===== config.mk =====
export PLATFORM = sky130hd
export DESIGN_NAME = socks5_request_header_parser_core
export DESIGN_NICKNAME = d
export VERILOG_FILES = /design/src/design/s5rq_pkg.sv /design/src/design/s5rq_step.sv /design/src/design/s5rq_out_reg.sv /design/src/design/socks5_request_header_parser_core.sv
export SDC_FILE = /design/constraint.sdc
export NUM_CORES = 1
export LEC_CHECK = 0
export ABC_AREA = 1
export BUFFER_PORTS_ARGS = -buffer_cell sky130_fd_sc_hd__buf_2
export CAP_MARGIN = 20
export CORE_UTILIZATION = 55
export CTS_BUF_LIST = sky130_fd_sc_hd__clkbuf_4
export CTS_CLUSTER_SIZE = 30
export DETAILED_ROUTE_END_ITERATION = 8
export PLACE_DENSITY = 0.81
export SLEW_MARGIN = 10
export SYNTH_ARGS = -nofsm -noshare
export SYNTH_HDL_FRONTEND = slang
export SYNTH_SLANG_ARGS = --single-unit

===== constraint.sdc =====
create_clock -name clock -period 8.2 [get_ports clock]
set_clock_uncertainty 0.2 [all_clocks]
set_input_delay 1.64 -clock clock [delete_from_list [all_inputs] [get_ports clock]]
set_output_delay 1.64 -clock clock [all_outputs]
set_load 0.05 [all_outputs]

===== src/design/s5rq_pkg.sv =====
// Shared types and constants for the SOCKS5 request header parser.
`default_nettype none
package s5rq_pkg;

   localparam logic [2:0] PH_HEADER = 3'd0;
   localparam logic [2:0] PH_DLEN   = 3'd1;
   localparam logic [2:0] PH_ADDR   = 3'd2;
   localparam logic [2:0] PH_PHIGH  = 3'd3;
   localparam logic [2:0] PH_PLOW   = 3'd4;
   localparam logic [2:0] PH_SKIP   = 3'd5;

   localparam logic [2:0] ST_OK         = 3'd0;
   localparam logic [2:0] ST_SHORT_HDR  = 3'd1;
   localparam logic [2:0] ST_IPV4_SHORT = 3'd2;
   localparam logic [2:0] ST_NO_LENGTH  = 3'd3;
   localparam logic [2:0] ST_BAD_LENGTH = 3'd4;
   localparam logic [2:0] ST_DOM_SHORT  = 3'd5;
   localparam logic [2:0] ST_IPV6_SHORT = 3'd6;
   localparam logic [2:0] ST_BAD_TYPE   = 3'd7;

   localparam logic [7:0] ATYP_IPV4   = 8'h01;
   localparam logic [7:0] ATYP_DOMAIN = 8'h03;
   localparam logic [7:0] ATYP_IPV6   = 8'h04;

   localparam logic [7:0] IPV4_LEN    = 8'd4;
   localparam logic [7:0] IPV6_LEN    = 8'd16;
   localparam logic [7:0] MAX_DOM_LEN = 8'd254;

   localparam logic [7:0] HDR_VERSION  = 8'd0;
   localparam logic [7:0] HDR_COMMAND  = 8'd1;
   localparam logic [7:0] HDR_RESERVED = 8'd2;

   typedef struct packed {
      logic [2:0] phase;
      logic [7:0] byte_count;
      logic [7:0] version;
      logic [7:0] command;
      logic [7:0] reserved;
      logic [7:0] type_reg;
      logic [7:0] length;
      logic [7:0] port_high;
   } parse_state_type;

   typedef struct packed {
      logic        kind;
      logic [7:0]  addr_byte;
      logic [7:0]  addr_index;
      logic [7:0]  version;
      logic [7:0]  command;
      logic [7:0]  reserved;
      logic [7:0]  addr_type;
      logic [7:0]  domain_length;
      logic [15:0] port;
      logic [2:0]  status;
   } result_type;

endpackage
`default_nettype wire


===== src/design/s5rq_step.sv =====
// Per-byte parse step: next parser state and the result for one request.
`default_nettype none
module s5rq_step import s5rq_pkg::*; (
   input  wire parse_state_type  cur,
   input  wire logic [7:0]       data_byte,
   input  wire logic             last,
   output parse_state_type       nxt,
   output logic                  emit,
   output result_type            res
);

   logic        do_sum;
   logic [2:0]  sum_status;
   logic [15:0] sum_port;
   logic [2:0]  short_status;
   logic [7:0]  addr_len;
   logic [7:0]  count_inc;

   assign count_inc = cur.byte_count + 8'd1;

   always_comb begin
      unique if (cur.type_reg == ATYP_IPV4) begin
         short_status = ST_IPV4_SHORT;
         addr_len     = IPV4_LEN;
      end else if (cur.type_reg == ATYP_DOMAIN) begin
         short_status = ST_DOM_SHORT;
         addr_len     = cur.length;
      end else begin
         short_status = ST_IPV6_SHORT;
         addr_len     = IPV6_LEN;
      end
   end

   always_comb begin
      nxt        = cur;
      emit       = 1'b0;
      res        = '0;
      do_sum     = 1'b0;
      sum_status = ST_OK;
      sum_port   = '0;
      unique case (cur.phase)
         PH_HEADER: begin
            unique if (cur.byte_count == HDR_VERSION) begin
               nxt.version   = data_byte;
               nxt.command   = '0;
               nxt.reserved  = '0;
               nxt.type_reg  = '0;
               nxt.length    = '0;
               nxt.port_high = '0;
            end else if (cur.byte_count == HDR_COMMAND) begin
               nxt.command = data_byte;
            end else if (cur.byte_count == HDR_RESERVED) begin
               nxt.reserved = data_byte;
            end else begin
               nxt.type_reg = data_byte;
            end
            if (cur.byte_count <= HDR_RESERVED) begin
               if (last) begin
                  do_sum     = 1'b1;
                  sum_status = ST_SHORT_HDR;
               end else begin
                  nxt.byte_count = count_inc;
               end
            end else begin
               nxt.byte_count = '0;
               if (data_byte != ATYP_IPV4 && data_byte != ATYP_DOMAIN &&
                   data_byte != ATYP_IPV6) begin
                  do_sum     = 1'b1;
                  sum_status = ST_BAD_TYPE;
               end else if (last) begin
                  do_sum = 1'b1;
                  unique if (data_byte == ATYP_DOMAIN) sum_status = ST_NO_LENGTH;
                  else if (data_byte == ATYP_IPV4)    sum_status = ST_IPV4_SHORT;
                  else                                sum_status = ST_IPV6_SHORT;
               end else begin
                  nxt.phase = (data_byte == ATYP_DOMAIN) ? PH_DLEN : PH_ADDR;
               end
            end
         end
         PH_DLEN: begin
            if (data_byte == 8'd0 || data_byte > MAX_DOM_LEN) begin
               do_sum     = 1'b1;
               sum_status = ST_BAD_LENGTH;
            end else begin
               nxt.length = data_byte;
               if (last) begin
                  do_sum     = 1'b1;
                  sum_status = ST_DOM_SHORT;
               end else begin
                  nxt.byte_count = '0;
                  nxt.phase      = PH_ADDR;
               end
            end
         end
         PH_ADDR: begin
            if (last) begin
               do_sum     = 1'b1;
               sum_status = short_status;
            end else begin
               emit           = 1'b1;
               res.addr_byte  = data_byte;
               res.addr_index = cur.byte_count;
               if (count_inc >= addr_len) begin
                  nxt.byte_count = '0;
                  nxt.phase      = PH_PHIGH;
               end else begin
                  nxt.byte_count = count_inc;
               end
            end
         end
         PH_PHIGH: begin
            if (last) begin
               do_sum     = 1'b1;
               sum_status = short_status;
            end else begin
               nxt.port_high = data_byte;
               nxt.phase     = PH_PLOW;
            end
         end
         PH_PLOW: begin
            do_sum     = 1'b1;
            sum_status = ST_OK;
            sum_port   = {cur.port_high, data_byte};
         end
         default: begin
            if (last) begin
               nxt.phase      = PH_HEADER;
               nxt.byte_count = '0;
            end
         end
      endcase
      if (do_sum) begin
         emit              = 1'b1;
         res               = '0;
         res.kind          = 1'b1;
         res.version       = nxt.version;
         res.command       = nxt.command;
         res.reserved      = nxt.reserved;
         res.addr_type     = nxt.type_reg;
         res.domain_length = (nxt.type_reg == ATYP_DOMAIN) ? nxt.length : 8'd0;
         res.port          = sum_port;
         res.status        = sum_status;
         nxt.phase         = last ? PH_HEADER : PH_SKIP;
         nxt.byte_count    = '0;
      end
   end

endmodule
`default_nettype wire


===== src/design/s5rq_out_reg.sv =====
// Result register with valid/stall handshake toward the receiver.
`default_nettype none
module s5rq_out_reg import s5rq_pkg::*; (
   input  wire logic        clock,
   input  wire logic        reset,
   input  wire logic        load,
   input  wire result_type  res,
   input  wire logic        out_stall,
   output logic             ready,
   output logic             out_valid,
   output result_type       out_res
);

   logic       valid_ff;
   logic       valid_in;
   result_type res_ff;

   assign ready     = !valid_ff || !out_stall;
   assign valid_in  = ready ? load : valid_ff;
   assign out_valid = valid_ff;
   assign out_res   = res_ff;

   always_ff @(posedge clock) begin
      if (reset) begin
         valid_ff <= 1'b0;
      end else begin
         valid_ff <= valid_in;
      end
   end

   always_ff @(posedge clock) begin
      if (ready && load) begin
         res_ff <= res;
      end
   end

endmodule
`default_nettype wire


===== src/design/socks5_request_header_parser_core.sv =====
// Top level of the SOCKS5 request header parser.
//
// Usage: raw request bytes enter on the req_ channel (req_data_byte, with
// req_last on the final byte of each buffer). Results leave on the rsp_
// channel: address byte records (rsp_kind 0) with their index, and one
// summary record (rsp_kind 1) per buffer with header bytes, port and status.
// A request is accepted when req_valid is high and req_stall is low.
// A result appears on rsp_ in the cycle after the request that causes
// it. One request per cycle while req_stall is low; parser state is updated
// by a single combinational step and the result lands in one output register.
// Header, length and high port-byte requests produce no result unless they
// end the buffer or fail a check; trailing bytes after a summary never do.
// The receiver may hold rsp_stall; the output register then holds its
// result and req_stall rises only while that register is full and stalled,
// so an accepted request never loses its result.
// Reset (synchronous, active high) empties the output register and returns
// the parser to the header phase with all captured fields at zero.
`default_nettype none
module socks5_request_header_parser_core import s5rq_pkg::*; (
   input  wire logic        clock,
   input  wire logic        reset,
   input  wire logic        req_valid,
   output logic             req_stall,
   input  wire logic [7:0]  req_data_byte,
   input  wire logic        req_last,
   output logic             rsp_valid,
   input  wire logic        rsp_stall,
   output logic             rsp_kind,
   output logic [7:0]       rsp_addr_byte,
   output logic [7:0]       rsp_addr_index,
   output logic [7:0]       rsp_version,
   output logic [7:0]       rsp_command,
   output logic [7:0]       rsp_reserved,
   output logic [7:0]       rsp_addr_type,
   output logic [7:0]       rsp_domain_length,
   output logic [15:0]      rsp_port,
   output logic [2:0]       rsp_status
);

   parse_state_type state_ff;
   parse_state_type state_in;
   parse_state_type step_nxt;
   result_type      step_res;
   result_type      out_res;
   logic            step_emit;
   logic            ready;
   logic            accept;

   assign req_stall = !ready;
   assign accept    = req_valid && ready;
   assign state_in  = accept ? step_nxt : state_ff;

   // all-zero state is the header phase awaiting the first byte
   always_ff @(posedge clock) begin
      if (reset) begin
         state_ff <= '0;
      end else begin
         state_ff <= state_in;
      end
   end

   s5rq_step u_step (
      .cur       (state_ff),
      .data_byte (req_data_byte),
      .last      (req_last),
      .nxt       (step_nxt),
      .emit      (step_emit),
      .res       (step_res)
   );

   s5rq_out_reg u_out (
      .clock     (clock),
      .reset     (reset),
      .load      (accept && step_emit),
      .res       (step_res),
      .out_stall (rsp_stall),
      .ready     (ready),
      .out_valid (rsp_valid),
      .out_res   (out_res)
   );

   assign rsp_kind          = out_res.kind;
   assign rsp_addr_byte     = out_res.addr_byte;
   assign rsp_addr_index    = out_res.addr_index;
   assign rsp_version       = out_res.version;
   assign rsp_command       = out_res.command;
   assign rsp_reserved      = out_res.reserved;
   assign rsp_addr_type     = out_res.addr_type;
   assign rsp_domain_length = out_res.domain_length;
   assign rsp_port          = out_res.port;
   assign rsp_status        = out_res.status;

endmodule
`default_nettype wire


Word-level counts from Yosys, hierarchy flattened
Cells that the tools add are included.

Output and inout port bits: 78. Register bits after elaboration: 136. Word-level logic and storage cells: 131. Input port bits: 13.

Mux-type cells: 56. Reductions and logical operators: 24. Add/sub/neg operators: 1. Bitwise gates (word level): 1. $lt $le $gt $ge: 3. Eq/ne operators: 27.

Operator list (number): 8-bit two-way mux (12); 16-bit two-way mux (5); 76-bit two-way mux (1); 11-bit two-way mux (5); 3-bit two-way mux (15); 8-bit by 2-bit == test with 1-bit output (second input constant) (4); 32-bit two-way mux (1); 8-bit case mux with 2 select lines (2); 8-bit case mux with 4 select lines (1); 8-bit by 1-bit == test with 1-bit output (second input constant) (3); 24-bit two-way mux (1); 3-bit by 2-bit inequality test with 1-bit output (second input constant) (7); 8-bit logical NOT (2); 3-bit case mux with 5 select lines (1); 11-bit AND reduction (1); 3-bit case mux with 3 select lines (1); 8-bit by 1-bit adder with 8-bit output (second input constant) (1); 8-bit greater-or-equal comparator (1); 8-bit greater-than comparator (second input constant) (1); 8-bit by 2-bit <= comparator with 1-bit output (second input constant) (1); 1-bit two-way mux (8); 8-bit by 1-bit inequality test with 1-bit output (second input constant) (1); 8-bit by 2-bit inequality test with 1-bit output (second input constant) (1); 8-bit by 3-bit inequality test with 1-bit output (second input constant) (1); other kinds (22) (35).

Longest topological paths before layout
Depth in word-level cells: 9. Depth in mapped cells: 19. Mapped depth without buffers: 19.

Hierarchy
Synthesis repeated with hierarchy kept, for this count alone.

Cell total of the unflattened synthesis: 1038. Area, all modules: 7724.9 um^2.

Modules (own cells, without submodules): s5rq_step (sequential area each 0.0 um^2, area each 2944.1 um^2, instances 1, cells an instance 579); socks5_request_header_parser_core (sequential area each 1181.1 um^2, area each 2454.9 um^2, instances 1, cells an instance 378); s5rq_out_reg (sequential area each 2302.2 um^2, area each 2326.0 um^2, instances 1, cells an instance 81).

Worst setup path after synthesis
No wires, ideal clock.

Path kind: input -> register. Start: in req_data_byte[7]. End: reg u_out.res_ff (netlist bit u_out.out_res[0]) (enable). Setup time: 430 ps. Data required time: 7570 ps. Slack: 3493 ps. Path buffers: 1. Stages: 12. Data arrival time: 4077 ps. Cell sequence: inv_1 -> nand2_1 -> nor2_2 -> nand2_1 -> nand3_1 -> nand2_1 -> nand2_1 -> nor2_4 -> inv_2 -> buf_2 -> o21ai_1 -> inv_1.

Cells in the longest elaborated chain, start to end: 9. Elaborated cells between the ends (all ways): 15. Classes of those cells: order compare (1); eq/ne (3); mux (5); reduce/logical (6).

Ends and longest elaborated chain: start: declaration (RTL line socks5_request_header_parser_core.sv:24) `input wire logic [7:0] req_data_byte,`; parallel branches: the longest is 5 deep, another holds 8-bit greater-than comparator; 1-bit case mux with 4 select lines * (RTL line s5rq_step.sv:41) `unique case (cur.phase)`; 1-bit two-way mux * (RTL line s5rq_step.sv:132) `if (do_sum) begin`; 1-bit logical AND * (RTL line socks5_request_header_parser_core.sv:74) `.load (accept && step_emit),`; 1-bit logical AND * (RTL line s5rq_out_reg.sv:32) `if (ready && load) begin`; end signal: assignment (RTL line s5rq_out_reg.sv:33) `res_ff <= res;`; end: declaration (RTL line s5rq_out_reg.sv:16) `result_type res_ff;`.

Every way passes the cells marked *. A chain may end at the register's enable or synchronous reset.

Worst setup path in the final report
Start: in req_data_byte[6]. End: reg u_out.res_ff (netlist bit u_out.out_res[66]) (enable).

The elaborated chain is that of the path after synthesis.

==> metrics.yaml <==
status: "finished with violations"
failed_checks: "DRC"
cts_buffers: 17
drtIter0Drc: 528
crit_fanout: 76
hold_class: "reg2reg"
nets: 864
synth-compound-area-share_pct: 13.9
routed_wirelength_um: 14400
relSlewSlack_pct: 37.9
synth_xor_area_share_pct: 0.668
boundaryPins: 91
final_common_cell: "inv_1"
grt_first_pass_wirelength_um: 23300
cap_violations: 0
dieWidth_um: 111
worst_skew_pair.late_latency_ns: 0.56
crit_end: "u_out.out_res[66]"
antenna_left: 0
clockBufferDepth: 2
max_stage_delay_ns: 0.49
root_buffer: "clkbuf_4"
die_h_um: 111
dr.pass1.iters: 8
min_from: "state_ff[0]"
syn_area_um2: 6560
clk_pin_slew_ns: 0.11
criticalPathCategory: "in2reg"
p_per_area_nw_per_um2: 408
cp_common_cell: "nand2_1"
vias: 5347
post_cts_buffers: 0
synth_top_family_by_area: "simple AND/OR/NAND/NOR gates"
ys_types: 42
synth_fp_nets: 776
rsz0062_at_grt: "no"
min_period_ns: 4.07
synth.area.mux_share_pct: 0
netlist_top_cells_area: "edfxtp_1, dfxtp_1, inv_1"
layout-drive-gt1-share_pct: 22.2
final_cell_mix: "inv_1, nand2_1, nor2_1"
setup_slack_ns: 4.13
synth_fa_ha_area_share_pct: 2.29
drc_errors: 8
yosysWarnings: 0
netlist_instances: 751
grt_start_max_net_pins: 77
hold_buffers: 0
irDropWorstVdd_v: 0.000195
slew_viol_final: 0
viasPerCell: 5.37
r2r_end: "u_out.out_res[66]"
place.gp.congestion: 0.927
grt_use_total_pct: 24.5
grt_overflow: 0
port_buffers: 90
cp_data_required_time_ns: 8.19
setup_viol: 0
synth_top_cell_by_area: "edfxtp_1"
yosysSeqAreaShare_pct: 53.1
p_leak_nw: 3.51
tightest_slew_ns: 0.926
period_share_pct: 49.6
path_cells: "buf_2 > inv_1 > nand2_1 > nor2_2 > nand2_1 > nand3_1 > nand2_1 > nand2_1 > nor2_4 > inv_2 > o21ai_1 > inv_2 > buf_4"
end_kind: "flop"
avgSynthCellArea_um2: 8.74
clock_sinks: 136
worstRegToRegCells: 10
cp_data_arrival_time_ns: 4.06
total_power_mw: 3.04
hold_viol: 0
tritoncts: "built"
holdWs_ns: 0.313
r2r_setup_slack_ns: 4.84
finalInstanceArea_um2: 7440
dp_hpwl_um: 10100
place_area_um2: 7090
wire_per_inst_um: 14.5
first_global_vias: 4772
antenna_found_initial: 0
placed_cells: 963
die_area_um2: 12400
core_area_um2: 11500
setup.worst_path.start_class: "input pin"
yosys.area_share.simple_pct: 19.9
diodes: 0
whs_path_depth: 2
rows: 39
initial_utilization_pct: 57.0
max_freq_mhz: 246
fin_cells: 995
synth_top_area_share_pct: 34.8
setup_tns_ns: 0
syn_to_final_growth_pct: 13.4
dp_worst_setup_slack_ns: 3.62
ys_seq_elements: 136
fin_util_pct: 64.6
htreeDepth: 4
cpMaxStageDelayCell: "nor2_4"
crit_start: "req_data_byte[6]"
r2r_start: "state_ff[48]"
cts.repair.resized: 0
Yosys cell counts:
cell type,n
buf_2,2
clkbuf_1,17
nand4_2,1
dfxtp_1,60
a22oi_2,8
a22oi_1,8
o211ai_1,18
ha_1,12
xor2_1,5
clkinv_2,1
nand4_1,9
inv_2,14
clkinv_1,3
a211oi_1,1
nor2_2,14
a21o_1,1
edfxtp_1,76
nand3_1,20
nand2_2,5
o21bai_1,2
nor2_4,5
nand2_1,119
a21oi_2,4
inv_4,1
inv_1,129
nand3_4,2
o31ai_1,1
nor3_4,1
buf_6,3
o21ai_2,3
nor2_8,1
nand4_4,1
o21ai_1,7
a21oi_1,48
nor2_1,95
o21ai_0,28
and2_1,1
nand2_4,1
o22ai_1,16
nand3_2,2
nor3_1,5
buf_1,1
where the power goes:
part | internal [mW] | total [mW] | switching (mW)
Clock | 0.278 | 0.520 | 0.242
Combinational | 0.313 | 1.47 | 1.16
Sequential | 0.980 | 1.05 | 0.0689
Total | 1.57 | 3.04 | 1.47
worst max-delay path, delay by kind of cell:
family / cells / cell delay [ns]
simple gates: 7 / 1.00
buf+inv: 5 / 1.08
compound gates: 1 / 0.27
worst min-delay path by stage:
stage	endpoint
after floorplan	state_ff[0]
after global placement	state_ff[44]
after detailed placement	state_ff[44]
after CTS	state_ff[44]
after global routing	state_ff[41]
final	state_ff[0]
area by class of cell:
cell class	instances	area [um^2]
timing repair buffer	92	465
clock inverter	13	205
clock buffer	19	143
fill	963	4080
multi-input combinational	444	2410
sequential	136	3480
inverter	148	559
tap	143	179
metal layers:
metal / share of wire [%] / vias to the layer above / GRT usage (%)
li1: - / 2629 / -
met1: 43 / 2461 / 31.4
met2: 47 / 220 / 38.2
met3: 7.6 / 37 / 7.44
met4: 2.4 / 0 / 11.3
met5: 0 / - / 0
sequential cells by signal, summed over array words and instances, names as in the netlist:
name	flops
u_out.out_valid	1
u_out.out_res	76
state_ff	59
cell families after synthesis:
family                     Yosys count
buffers and inverters              171
xor gates and xnor gates             5
adders and majority gates           12
AOI/OAI and AO/OA                  145
DFF                                136
and+or+nand+nor                    282
Note: power is estimated with default switching activity, not from simulation.
